[config.mk]
export PLATFORM = sky130hd
export DESIGN_NAME = piecewise_linear_interpolator
export DESIGN_NICKNAME = d
export VERILOG_FILES = /design/src/hdl/pli_pkg.sv /design/src/hdl/pli_ram.sv /design/src/hdl/pli_front.sv /design/src/hdl/pli_back.sv /design/src/hdl/piecewise_linear_interpolator.sv
export SDC_FILE = /design/constraint.sdc
export NUM_CORES = 2
export LEC_CHECK = 0
export BUFFER_PORTS_ARGS = -buffer_cell sky130_fd_sc_hd__buf_4
export CAP_MARGIN = 40
export CORE_ASPECT_RATIO = 1.5
export CORE_UTILIZATION = 37
export CTS_BUF_LIST = sky130_fd_sc_hd__clkbuf_2 sky130_fd_sc_hd__clkbuf_4 sky130_fd_sc_hd__clkbuf_8
export CTS_CLUSTER_DIAMETER = 30
export CTS_CLUSTER_SIZE = 40
export DETAILED_ROUTE_END_ITERATION = 10
export GPL_TIMING_DRIVEN = 0
export PLACE_DENSITY = 0.6
export SLEW_MARGIN = 20
export SYNTH_ARGS = -nofsm -noshare
export SYNTH_HDL_FRONTEND = slang
export SYNTH_SLANG_ARGS = --single-unit
[constraint.sdc]
create_clock -name i_clk -period 17.7 [get_ports i_clk]
set_clock_uncertainty 0.05 [all_clocks]
set_input_delay 4.425 -clock i_clk [delete_from_list [all_inputs] [get_ports i_clk]]
set_output_delay 4.425 -clock i_clk [all_outputs]
set_load 0.005 [all_outputs]
[src/hdl/pli_pkg.sv]
// Shared types and constants of the piecewise linear interpolator.
`timescale 1ns / 1ps
package pli_pkg;
    localparam int unsigned VAL_W = 32;

    localparam logic REQ_LOAD  = 1'b0;
    localparam logic REQ_QUERY = 1'b1;

    localparam logic [1:0] ST_INSIDE = 2'd0;
    localparam logic [1:0] ST_EXTRAP = 2'd1;
    localparam logic [1:0] ST_ZERO   = 2'd2;
    localparam logic [1:0] ST_SAT    = 2'd3;

    typedef struct packed {
        logic [VAL_W-1:0] t;
    } t_query;
endpackage

[src/hdl/pli_ram.sv]
// Generic single-port-write, one-read RAM with registered read data.
`timescale 1ns / 1ps
module pli_ram #(
    parameter int WIDTH = 32,
    parameter int DEPTH = 16
) (
    input  logic                     i_clk,
    input  logic                     i_we,
    input  logic [$clog2(DEPTH)-1:0] i_waddr,
    input  logic [WIDTH-1:0]         i_wdata,
    input  logic [$clog2(DEPTH)-1:0] i_raddr,
    output logic [WIDTH-1:0]         o_rdata
);
    logic [WIDTH-1:0] r_mem [DEPTH];

    always_ff @(posedge i_clk) begin
        if (i_we) begin
            r_mem[i_waddr] <= i_wdata;
        end
        o_rdata <= r_mem[i_raddr];
    end
endmodule

[src/hdl/pli_front.sv]
// Front end: accepts items, performs table loads and queues queries.
`timescale 1ns / 1ps
module pli_front import pli_pkg::*; #(
    parameter int IDX_W = 4
) (
    input  logic             i_clk,
    input  logic             i_rst_n,
    input  logic             i_valid,
    output logic             o_ready,
    input  logic             i_req_type,
    input  logic [3:0]       i_entry_index,
    input  logic [VAL_W-1:0] i_entry_x,
    input  logic [VAL_W-1:0] i_entry_y,
    input  logic [VAL_W-1:0] i_query_x,
    output logic             o_we,
    output logic [IDX_W-1:0] o_waddr,
    output logic [VAL_W-1:0] o_wx,
    output logic [VAL_W-1:0] o_wy,
    output logic             o_q_valid,
    input  logic             i_q_ready,
    output t_query           o_q
);
    // Two-entry query queue.
    t_query r_buf [2];
    logic   r_wp, r_rp;
    logic [1:0] r_cnt;
    logic push, pop, idx_ok;

    // A load waits until no query is queued or running in the back end, so
    // every query sees the table as it stood when the query was accepted.
    assign o_ready = (i_req_type == REQ_LOAD) ? ((r_cnt == 2'd0) && i_q_ready)
                                              : (r_cnt != 2'd2);
    assign push    = i_valid && o_ready && (i_req_type == REQ_QUERY);
    assign pop     = o_q_valid && i_q_ready;
    assign o_q_valid = (r_cnt != 2'd0);
    assign o_q     = r_buf[r_rp];

    if (IDX_W >= 4) begin : g_idx_full
        assign idx_ok = 1'b1;
    end else begin : g_idx_chk
        assign idx_ok = (i_entry_index[3:IDX_W] == '0);
    end
    assign o_we    = i_valid && o_ready && (i_req_type == REQ_LOAD) && idx_ok;
    assign o_waddr = IDX_W'(i_entry_index);
    assign o_wx    = i_entry_x;
    assign o_wy    = i_entry_y;

    always_ff @(posedge i_clk) begin
        if (!i_rst_n) begin
            r_wp <= 1'b0;
            r_rp <= 1'b0;
            r_cnt <= 2'd0;
        end else begin
            if (push) r_wp <= ~r_wp;
            if (pop) r_rp <= ~r_rp;
            r_cnt <= r_cnt + 2'(push) - 2'(pop);
        end
        if (push) r_buf[r_wp].t <= i_query_x;
    end
endmodule

[src/hdl/pli_back.sv]
// Back end: segment search, serial division and result formation.
`timescale 1ns / 1ps
module pli_back import pli_pkg::*; #(
    parameter int IDX_W = 4,
    parameter int MAX_POINTS = 16
) (
    input  logic             i_clk,
    input  logic             i_rst_n,
    input  logic [4:0]       i_point_count,
    input  logic             i_q_valid,
    output logic             o_q_ready,
    input  t_query           i_q,
    output logic [IDX_W-1:0] o_raddr,
    input  logic [VAL_W-1:0] i_rx,
    input  logic [VAL_W-1:0] i_ry,
    output logic             o_valid,
    input  logic             i_ready,
    output logic [VAL_W-1:0] o_result_y,
    output logic [1:0]       o_status
);
    typedef enum logic [7:0] {
        S_IDLE  = 8'b00000001,
        S_SCAN  = 8'b00000010,
        S_LOAD0 = 8'b00000100,
        S_LOAD1 = 8'b00001000,
        S_MUL   = 8'b00010000,
        S_DIV   = 8'b00100000,
        S_FIN   = 8'b01000000,
        S_OUT   = 8'b10000000
    } t_state;

    localparam int CW = IDX_W + 1;

    t_state r_st;
    logic signed [VAL_W-1:0] r_t, r_prev, r_x0, r_y0, r_x1;
    logic [CW-1:0] r_k, r_n, r_seg;
    logic r_found, r_neg;
    logic [1:0] r_sub;
    logic [31:0] r_a, r_b;
    logic [32:0] r_d;
    logic [65:0] r_num;
    logic [32:0] r_rem;
    logic [6:0]  r_cnt;
    logic signed [VAL_W-1:0] r_res;
    logic [1:0] r_stat;

    logic [CW-1:0] n_eff;
    logic signed [VAL_W:0] a_s, b_s, d_s;
    logic [33:0] trial;
    logic [63:0] prod;
    logic signed [42:0] sum;

    always_comb begin
        if (i_point_count < 5'd2) n_eff = CW'(2);
        else if (32'(i_point_count) > MAX_POINTS) n_eff = CW'(MAX_POINTS);
        else n_eff = CW'(i_point_count);
    end

    assign o_q_ready = (r_st == S_IDLE);
    assign o_valid   = (r_st == S_OUT);
    assign o_result_y = r_res;
    assign o_status  = r_stat;

    // Read address: scan walks k; load phases fetch seg and seg+1.
    always_comb begin
        case (r_st)
            S_SCAN:  o_raddr = r_k[IDX_W-1:0];
            S_LOAD0: o_raddr = r_seg[IDX_W-1:0];
            default: o_raddr = IDX_W'(r_seg + CW'(1));
        endcase
    end

    assign a_s = {r_t[31], r_t} - {r_x0[31], r_x0};
    assign b_s = {i_ry[31], i_ry} - {r_y0[31], r_y0};
    assign d_s = {r_x1[31], r_x1} - {r_x0[31], r_x0};
    assign trial = {r_rem, r_num[65]} - {1'b0, r_d};
    // Magnitudes of differences of 32-bit values stay below 2^32.
    assign prod = r_a * r_b;
    // The quotient is at most 2^40 here, so 43 bits hold y0 plus or minus it.
    assign sum = r_neg ? 43'(r_y0) - signed'({2'b00, r_num[40:0]})
                       : 43'(r_y0) + signed'({2'b00, r_num[40:0]});

    always_ff @(posedge i_clk) begin
        if (!i_rst_n) begin
            r_st <= S_IDLE;
        end else begin
            case (r_st)
                S_IDLE: if (i_q_valid) begin
                    r_t <= i_q.t;
                    r_n <= n_eff;
                    r_k <= '0;
                    r_sub <= 2'd0;
                    r_found <= 1'b0;
                    r_st <= S_SCAN;
                end
                // Address k issued in sub-phase 0; its registered read data is used in sub-phase 1.
                S_SCAN: begin
                    if (r_sub == 2'd0) begin
                        r_sub <= 2'd1;
                    end else begin
                        r_sub <= 2'd0;
                        if (r_k == '0) begin
                            r_prev <= i_rx;
                            r_k <= r_k + CW'(1);
                        end else if (r_prev < r_t && r_t <= signed'(i_rx)) begin
                            r_seg <= r_k - CW'(1);
                            r_found <= 1'b1;
                            r_st <= S_LOAD0;
                        end else if (r_k == r_n - CW'(1)) begin
                            r_st <= S_LOAD0;
                        end else begin
                            r_prev <= i_rx;
                            r_k <= r_k + CW'(1);
                        end
                        if (r_k == '0) r_x0 <= i_rx;
                        if (r_k != '0 && !(r_prev < r_t && r_t <= signed'(i_rx))
                            && r_k == r_n - CW'(1))
                            r_seg <= (r_t <= r_x0) ? '0 : r_n - CW'(2);
                    end
                end
                S_LOAD0: begin
                    if (r_sub == 2'd1) begin
                        r_sub <= 2'd0;
                        r_st <= S_LOAD1;
                    end else begin
                        r_sub <= r_sub + 2'd1;
                    end
                end
                S_LOAD1: begin
                    if (r_sub == 2'd0) begin
                        r_x0 <= i_rx;   // data for seg
                        r_y0 <= i_ry;
                        r_sub <= 2'd1;
                    end else begin
                        r_x1 <= i_rx;
                        r_sub <= 2'd0;
                        r_st <= S_MUL;
                    end
                end
                S_MUL: begin
                    // i_ry still holds y[seg+1].
                    r_a <= a_s[32] ? 32'(-a_s) : 32'(a_s);
                    r_b <= b_s[32] ? 32'(-b_s) : 32'(b_s);
                    r_d <= d_s[32] ? 33'(-d_s) : 33'(d_s);
                    r_neg <= (a_s[32] ^ b_s[32]) ^ d_s[32];
                    if (d_s == '0) begin
                        r_res <= r_y0;
                        r_stat <= ST_ZERO;
                        r_st <= S_OUT;
                    end else begin
                        r_cnt <= 7'd0;
                        r_st <= S_FIN;
                    end
                end
                S_FIN: begin
                    // Product: one 32x32 multiply, registered.
                    r_num <= {2'b00, prod};
                    r_rem <= '0;
                    r_cnt <= 7'd0;
                    r_st <= S_DIV;
                end
                S_DIV: begin
                    if (r_cnt == 7'd66) begin
                        if (r_num > 66'h100_0000_0000) begin
                            r_res <= r_neg ? 32'sh8000_0000 : 32'sh7fff_ffff;
                            r_stat <= ST_SAT;
                        end else if (sum > 43'sh7fff_ffff) begin
                            r_res <= 32'sh7fff_ffff;
                            r_stat <= ST_SAT;
                        end else if (sum < -43'sh8000_0000) begin
                            r_res <= 32'sh8000_0000;
                            r_stat <= ST_SAT;
                        end else begin
                            r_res <= sum[31:0];
                            r_stat <= r_found ? ST_INSIDE : ST_EXTRAP;
                        end
                        r_st <= S_OUT;
                    end else begin
                        r_cnt <= r_cnt + 7'd1;
                        if (!trial[33]) begin
                            r_rem <= trial[32:0];
                            r_num <= {r_num[64:0], 1'b1};
                        end else begin
                            r_rem <= {r_rem[31:0], r_num[65]};
                            r_num <= {r_num[64:0], 1'b0};
                        end
                    end
                end
                S_OUT: if (i_ready) r_st <= S_IDLE;
                default: r_st <= S_IDLE;
            endcase
        end
    end
endmodule

[src/hdl/piecewise_linear_interpolator.sv]
// Top level of the piecewise linear interpolator; n is the number of breakpoints in use.
// A query runs as a scan over up to n table entries, a segment fetch, a multiply and a
// 66-step division; a zero-width segment skips the multiply and the division.
// One query runs at a time; the next starts in the cycle after a result is taken, two may queue.
// A load waits until no query is queued or running, then writes the table when accepted.
// i_rst_n is synchronous, active low: it clears control state and sets point_count to 2.
`timescale 1ns / 1ps
module piecewise_linear_interpolator import pli_pkg::*; #(
    parameter int MAX_POINTS = 16
) (
    input  logic        i_clk,
    input  logic        i_rst_n,
    input  logic        i_cfg_we,
    input  logic [4:0]  i_cfg_wdata,
    input  logic        s_axis_tvalid,
    output logic        s_axis_tready,
    // tdata fields from bit 0: entry_index[3:0], entry_x, entry_y, query_x
    input  logic [103:0] s_axis_tdata,
    // tuser fields: req_type
    input  logic        s_axis_tuser,
    output logic        m_axis_tvalid,
    input  logic        m_axis_tready,
    // tdata fields from bit 0: result_y[31:0]
    output logic [31:0] m_axis_tdata,
    // tuser fields from bit 0: status[1:0]
    output logic [1:0]  m_axis_tuser
);
    localparam int IDX_W = (MAX_POINTS > 1) ? $clog2(MAX_POINTS) : 1;

    logic [4:0] r_point_count;
    logic we;
    logic [IDX_W-1:0] waddr, raddr;
    logic [VAL_W-1:0] wx, wy, rx, ry;
    logic q_valid, q_ready;
    t_query q;

    // The only configuration register: breakpoints in use.
    always_ff @(posedge i_clk) begin
        if (!i_rst_n) r_point_count <= 5'd2;
        else if (i_cfg_we) r_point_count <= i_cfg_wdata;
    end

    pli_front #(.IDX_W(IDX_W)) u_front (
        .i_clk, .i_rst_n,
        .i_valid(s_axis_tvalid), .o_ready(s_axis_tready),
        .i_req_type(s_axis_tuser),
        .i_entry_index(s_axis_tdata[3:0]),
        .i_entry_x(s_axis_tdata[35:4]),
        .i_entry_y(s_axis_tdata[67:36]),
        .i_query_x(s_axis_tdata[99:68]),
        .o_we(we), .o_waddr(waddr), .o_wx(wx), .o_wy(wy),
        .o_q_valid(q_valid), .i_q_ready(q_ready), .o_q(q)
    );

    // Separate x and y tables sharing one read address.
    pli_ram #(.WIDTH(VAL_W), .DEPTH(1 << IDX_W)) u_xram (
        .i_clk, .i_we(we), .i_waddr(waddr), .i_wdata(wx),
        .i_raddr(raddr), .o_rdata(rx)
    );
    pli_ram #(.WIDTH(VAL_W), .DEPTH(1 << IDX_W)) u_yram (
        .i_clk, .i_we(we), .i_waddr(waddr), .i_wdata(wy),
        .i_raddr(raddr), .o_rdata(ry)
    );

    pli_back #(.IDX_W(IDX_W), .MAX_POINTS(MAX_POINTS)) u_back (
        .i_clk, .i_rst_n, .i_point_count(r_point_count),
        .i_q_valid(q_valid), .o_q_ready(q_ready), .i_q(q),
        .o_raddr(raddr), .i_rx(rx), .i_ry(ry),
        .o_valid(m_axis_tvalid), .i_ready(m_axis_tready),
        .o_result_y(m_axis_tdata), .o_status(m_axis_tuser)
    );

    // A result never appears in the cycle right after reset.
    a_no_out_after_rst: assert property (@(posedge i_clk)
        !i_rst_n |=> !m_axis_tvalid) else $error("result right after reset");
    // A saturated result always sits at one of the two signed limits.
    a_sat_limits: assert property (@(posedge i_clk) disable iff (!i_rst_n)
        (m_axis_tvalid && m_axis_tuser == ST_SAT) |->
        (m_axis_tdata == 32'h7fff_ffff || m_axis_tdata == 32'h8000_0000))
        else $error("saturated result not at a limit");
    // A waiting query stays queued until the back end takes it.
    a_queue_hold: assert property (@(posedge i_clk) disable iff (!i_rst_n)
        (q_valid && !q_ready) |=> q_valid) else $error("queued query lost");
endmodule

* Word level (Yosys, flattened, before mapping) *
Memories as Yosys holds them, arrays and structs flattened. A register that Yosys moved wholly into a read port is not among the register bits.
Index checks and enable logic that the tools add are counted.

operators by class
  $add $sub $neg = 18
  reduce and logical (&&, ||, !) cells = 38
  multiply operators = 1
  mux-type cells = 71
  equal/unequal tests = 31
  $lt $le $gt $ge = 8
  bitwise gates (word level) = 6

operator list
  cell                                                             count
  2-to-1 mux 32 bit                                                15
  case mux 66 bit (2 select lines)                                 1
  case mux 32 bit (2 select lines)                                 2
  subtractor 32 x 32 -> 33 bit                                     3
  2-to-1 mux 8 bit                                                 10
  greater-than comparator 66 x 41 -> 1 bit, second input constant  1
  2-to-1 mux 33 bit                                                2
  2-to-1 mux 66 bit                                                1
  case mux 33 bit (2 select lines)                                 1
  <= comparator 32 bit                                             2
  multiplier 32 x 32 -> 64 bit                                     1
  negator 32 bit                                                   2
  case mux 8 bit (8 select lines)                                  1
  adder 32 x 42 -> 43 bit                                          1
  greater-than comparator 43 x 32 -> 1 bit, second input constant  1
  less-than comparator 43 x 32 -> 1 bit, second input constant     1
  2-to-1 mux 43 bit                                                1
  subtractor 32 x 42 -> 43 bit                                     1
  subtractor 34 x 33 -> 34 bit                                     1
  zero test 33 bit                                                 1
  negator 33 bit                                                   1
  less-than comparator 32 bit                                      1
  2-to-1 mux 5 bit                                                 6
  case mux 7 bit (3 select lines)                                  1
  other kinds (51)                                                 115

storage, ports and cells
  register bits = 400
  output and inout bits = 36
  memories = 3
  bits in writable memories = 1,088
  logic and storage cells = 201
  bits of input ports = 115

memory list
  name           depth  width  read ports  clocked after memory_dff  wr ports  RTL line         RTL
  u_xram.r_mem   16     32     1           1                         1         pli_ram.sv:14    logic [WIDTH-1:0] r_mem [DEPTH];
  u_yram.r_mem   16     32     1           1                         1         pli_ram.sv:14
  u_front.r_buf  2      32     1           1                         1         pli_front.sv:24  t_query r_buf [2];

* Depth between registers and ports, before layout *
  word-level depth = 8
  gate-level depth with buffers = 32
  mapped depth without buffers = 30

* Hierarchy *
A second synthesis with hierarchy kept.

unflattened totals
  cells, all modules = 8,622
  area total of the unflattened synthesis = 105,916.6 µm²

modules (own cells, without submodules)
  module                         sequential area each (µm²)  area each (µm²)  instances  cells an instance
  pli_back                       12,622.1                    62,934.1         1          6,731
  pli_ram at u_xram              16,015.4                    19,854.0         1          838
  pli_ram at u_yram              16,015.4                    19,835.3         1          838
  pli_front                      2,021.9                     3,103.0          1          199
  piecewise_linear_interpolator  100.1                       190.2            1          16

* Worst setup path after synthesis *
OpenSTA, ideal clock, no wires.

  path kind = input to register
  start point = in i_rst_n
  end point = reg u_back.r_num[0], enable pin
  arrival = 11,775 ps
  stages on the path = 2
  buffers on the path = 0
  data required time = 16,951 ps
  setup time = 699 ps
  slack = 5,176 ps
  cell sequence = nand3_1 > nor3b_1

on the way
  word-level cells in the longest chain between the ends = 1

RTL lines
  element                               RTL line                             RTL
  start, declared                       piecewise_linear_interpolator.sv:12  input logic i_rst_n,
  AND reduction 3 bit (no source line)  -
  end signal, assigned                  pli_back.sv:157                      r_num <= {2'b00, prod};
  end signal, assigned                  pli_back.sv:182                      r_num <= {r_num[64:0], 1'b1};
  end signal, assigned                  pli_back.sv:185                      r_num <= {r_num[64:0], 1'b0};
  end, declared                         pli_back.sv:41                       logic [65:0] r_num;

No other way between the ends.
A chain may end at the register's enable or synchronous reset.

* Worst setup path in the final report *
  start point = reg u_back.r_a[10]
  end point = reg u_back.r_num[61] (data pin)

on the way
  word-level cells in the longest chain between the ends = 2

RTL lines
  element                           RTL line         RTL
  start, declared                   pli_back.sv:39   logic [31:0] r_a, r_b;
  start signal, assigned            pli_back.sv:142  r_a <= a_s[32] ? 32'(-a_s) : 32'(a_s);
  multiplier 32 x 32 -> 64 bit      pli_back.sv:78   assign prod = r_a * r_b;
  case mux 66 bit (2 select lines)  pli_back.sv:87   case (r_st)

No other way between the ends.

==> flow_summary.toml <==
[synthesis]
synth_edf_count = 1503
synth_seq_cells = 1584
syn_area_mm2 = 0.106
synthesis.instances = 8610
ys_types = 103
ys_seq_area_frac = 0.442
ys.flop_type = "edfxtp_1"
yosysWarnings = 0
async_flop_share = 0
synth_nets = 10100
syn_avg_cell_area_um2 = 12.3

[cts]
root_buffer = "clkbuf_8"
cts_tree = "done"
ctsResizeCount = 0
cts.hold.buffers_added = 0
path_clk_slew_ns = 0.09
cts_max_level = 4
post_cts_buffers = 0
cts_made_buffers = 161
insertion_delay_ns = 0.95
cts_max_path_buffers = 4
cts.sinks = 1584

[place]
place.port_buffers = 145
dpl-instance-area_mm2 = 0.115
gp_congestion = 1.01
detailedPlace.worstSlack_ns = 7.58
dpl.hpwl_mm = 263
dp.cells = 12700

[global_route]
grt_pass1_vias = 74100
grt_first_pass_wirelength_mm = 472
grt_max_degree = 32
overflow = 0
antenna_found_initial = 20
track_usage = 0.221

[timing]
fmax_ghz = 0.0969
setup_viol = 0
hold_viol = 0
fin_crit_sh = 0.583
tightest_slew_ns = 0.953
finalWorstSetupSlack_ns = 7.38
fin_tns_setup_ns = 0
relSlewSlack = 0.365
fin_crit_ns = 10.32
timing.final.max_slew_violations = 0
rsz0062_at_grt = "false"
whs_ns = 0.399

[detailed_routing]
viasPerCell = 5.29
vias = 68900
drt_iter0_markers = 4467
wire_per_inst_um = 24.4
drt-total-wl_mm = 318
route.detailed.drc = 0
antenna_left = 0
drt_pass1_iterations = 8

[setup_path]
cp-start-kind = "flop"
cp-end-kind = "flop"
crit_type = "flop to flop"
crit_slowest_cell = "edfxtp_1"
required_ns = 18.28
critPathArrivalTime_ns = 10.91
crit_family = "adder cells"
cp_common_cell = "fa_1"
worstPathMaxFanout = 10
slowest_delay_ns = 0.84
crit_buf_inv = 7

[run_status]
status = "finished, final reports clean"

[layout]
multi_input_area_mm2 = 0.0534
area_growth_pct = 12.0
layout.cells.non_filler = 13000
final_area_mm2 = 0.119
drive_above_1_share = 0.112
final.fill_count = 26700
seq_area_mm2 = 0.0468
final_nets = 10700

[hold_path]
min_path_type = "flop to flop"

[floorplan]
rows = 240
dieArea_mm2 = 0.288
io_pins = 151
fp.dieH_um = 657
die_x_um = 439
core_mm2 = 0.285
initial_utilization = 0.372

[job]
drv_cap = 0

[pwr]
powerDensity_mw_per_mm2 = 75.4
vdd.ir_drop.worst_mv = 0.0950
leakagePower_nw = 46.6
-- through the flow --
stage          power (W)   util
4_1_cts          0.00902  0.416
5_1_grt          0.00930  0.417
6_report         0.00894  0.417
3_3_place_gp     0.00632  0.392
3_5_place_dp     0.00640  0.403
2_1_floorplan    0.00572      -
-- cells in the final DEF (no fill, tap or decap), types with 37 or more instances in the layout --
master,count
a211oi_1,96
a21o_1,152
a21oi_1,369
a221o_1,37
and2_1,619
and3_1,41
buf_4,189
buf_6,102
clkbuf_1,355
clkbuf_8,163
dfxtp_1,81
edfxtp_1,1503
fa_1,901
ha_1,514
inv_1,1151
mux2i_1,78
mux4_2,256
nand2_1,679
nand2b_1,38
nand3_1,104
nand4_1,53
nor2_1,276
nor2b_1,104
nor3_1,65
o21a_1,43
o21ai_0,175
o21bai_1,39
xnor2_1,238
xor2_1,118
-- logic make-up (layout without fill, tap and decap cells) --
kind of cell	count (synthesis)	after routing	share of synthesized area
other cells	0	16	0
buf+inv	1570	2223	0.0560
compound gates	1176	1176	0.0726
mux	370	370	0.0657
fa+ha+maj	1415	1415	0.231
flops	1584	1584	0.442
simple gates	2139	2139	0.103
xor+xnor	356	356	0.0295
-- state kept, by name, indices dropped and copies added (netlist names), 7 cells and up --
register and cells:
u_back.o_result_y 32, u_back.r_a 32, u_back.r_b 32, u_back.r_cnt 7, u_back.r_d 33, u_back.r_num 66
u_back.r_prev 32, u_back.r_rem 33, u_back.r_st 8, u_back.r_t 32, u_back.r_x0 32, u_back.r_x1 32
u_back.r_y0 32, u_front.r_buf 64, u_xram.o_rdata 32, u_xram.r_mem 512, u_yram.o_rdata 32, u_yram.r_mem 512
-- routing by layer --
| layer | global-route usage | wire length, um | up-vias |
|---|---|---|---|
| met5 | 0 | 133 | - |
| met2 | 0.417 | 172000 | 2144 |
| met3 | 0.0242 | 12800 | 849 |
| met1 | 0.225 | 108000 | 35200 |
| li1 | - | - | 30700 |
| met4 | 0.148 | 25500 | 20 |
-- cell usage after synthesis (37+ instances only) --
master / instances / area [um^2]
nand3_1: 104 / 521
o21ai_0: 175 / 876
a211oi_1: 96 / 721
nor2_1: 295 / 1110
dfxtp_1: 81 / 1620
and2_1: 619 / 3870
nand4_1: 53 / 332
ha_1: 514 / 6430
clkbuf_1: 366 / 1370
mux4_2: 256 / 5770
nand2_1: 679 / 2550
o21bai_1: 39 / 293
a221o_1: 37 / 370
fa_1: 901 / 18000
mux2i_1: 78 / 781
inv_1: 1151 / 4320
edfxtp_1: 1503 / 45100
nand2b_1: 38 / 238
a21o_1: 152 / 1140
xor2_1: 118 / 1030
o21a_1: 43 / 323
and3_1: 41 / 257
nor3_1: 71 / 355
nor2b_1: 104 / 651
a21oi_1: 370 / 1850
xnor2_1: 238 / 2080
-- power breakdown --
part           switching [W]  internal (W)  total, W
logic                0.00110      0.000768   0.00187
registers           0.000116       0.00431   0.00443
clock network        0.00152       0.00112   0.00264
-- worst paths after layout --
kind                startpoint          endpoint  slack, ns  cells after the start
max reg2reg     u_back.r_a[10]  u_back.r_num[61]       7.38                     28
min reg2reg  u_yram.o_rdata[0]    u_back.r_y0[0]       0.40                      0
min          u_yram.o_rdata[0]    u_back.r_y0[0]       0.40                      0
max             u_back.r_a[10]  u_back.r_num[61]       7.38                     28
-- final cells by class --
| type | count | share of cell area |
|---|---|---|
| Inverter | 1155 | 0.0366 |
| Buffer | 415 | 0.0136 |
| Clock inverter | 118 | 0.0125 |
| Antenna cell | 16 | 0.000338 |
| Sequential cell | 1584 | 0.394 |
| Clock buffer | 169 | 0.0193 |
| Multi-Input combinational cell | 5456 | 0.450 |
| Timing Repair Buffer | 366 | 0.0339 |
| Tap cell | 3751 | 0.0396 |
Note: power is estimated with default switching activity, not from simulation.
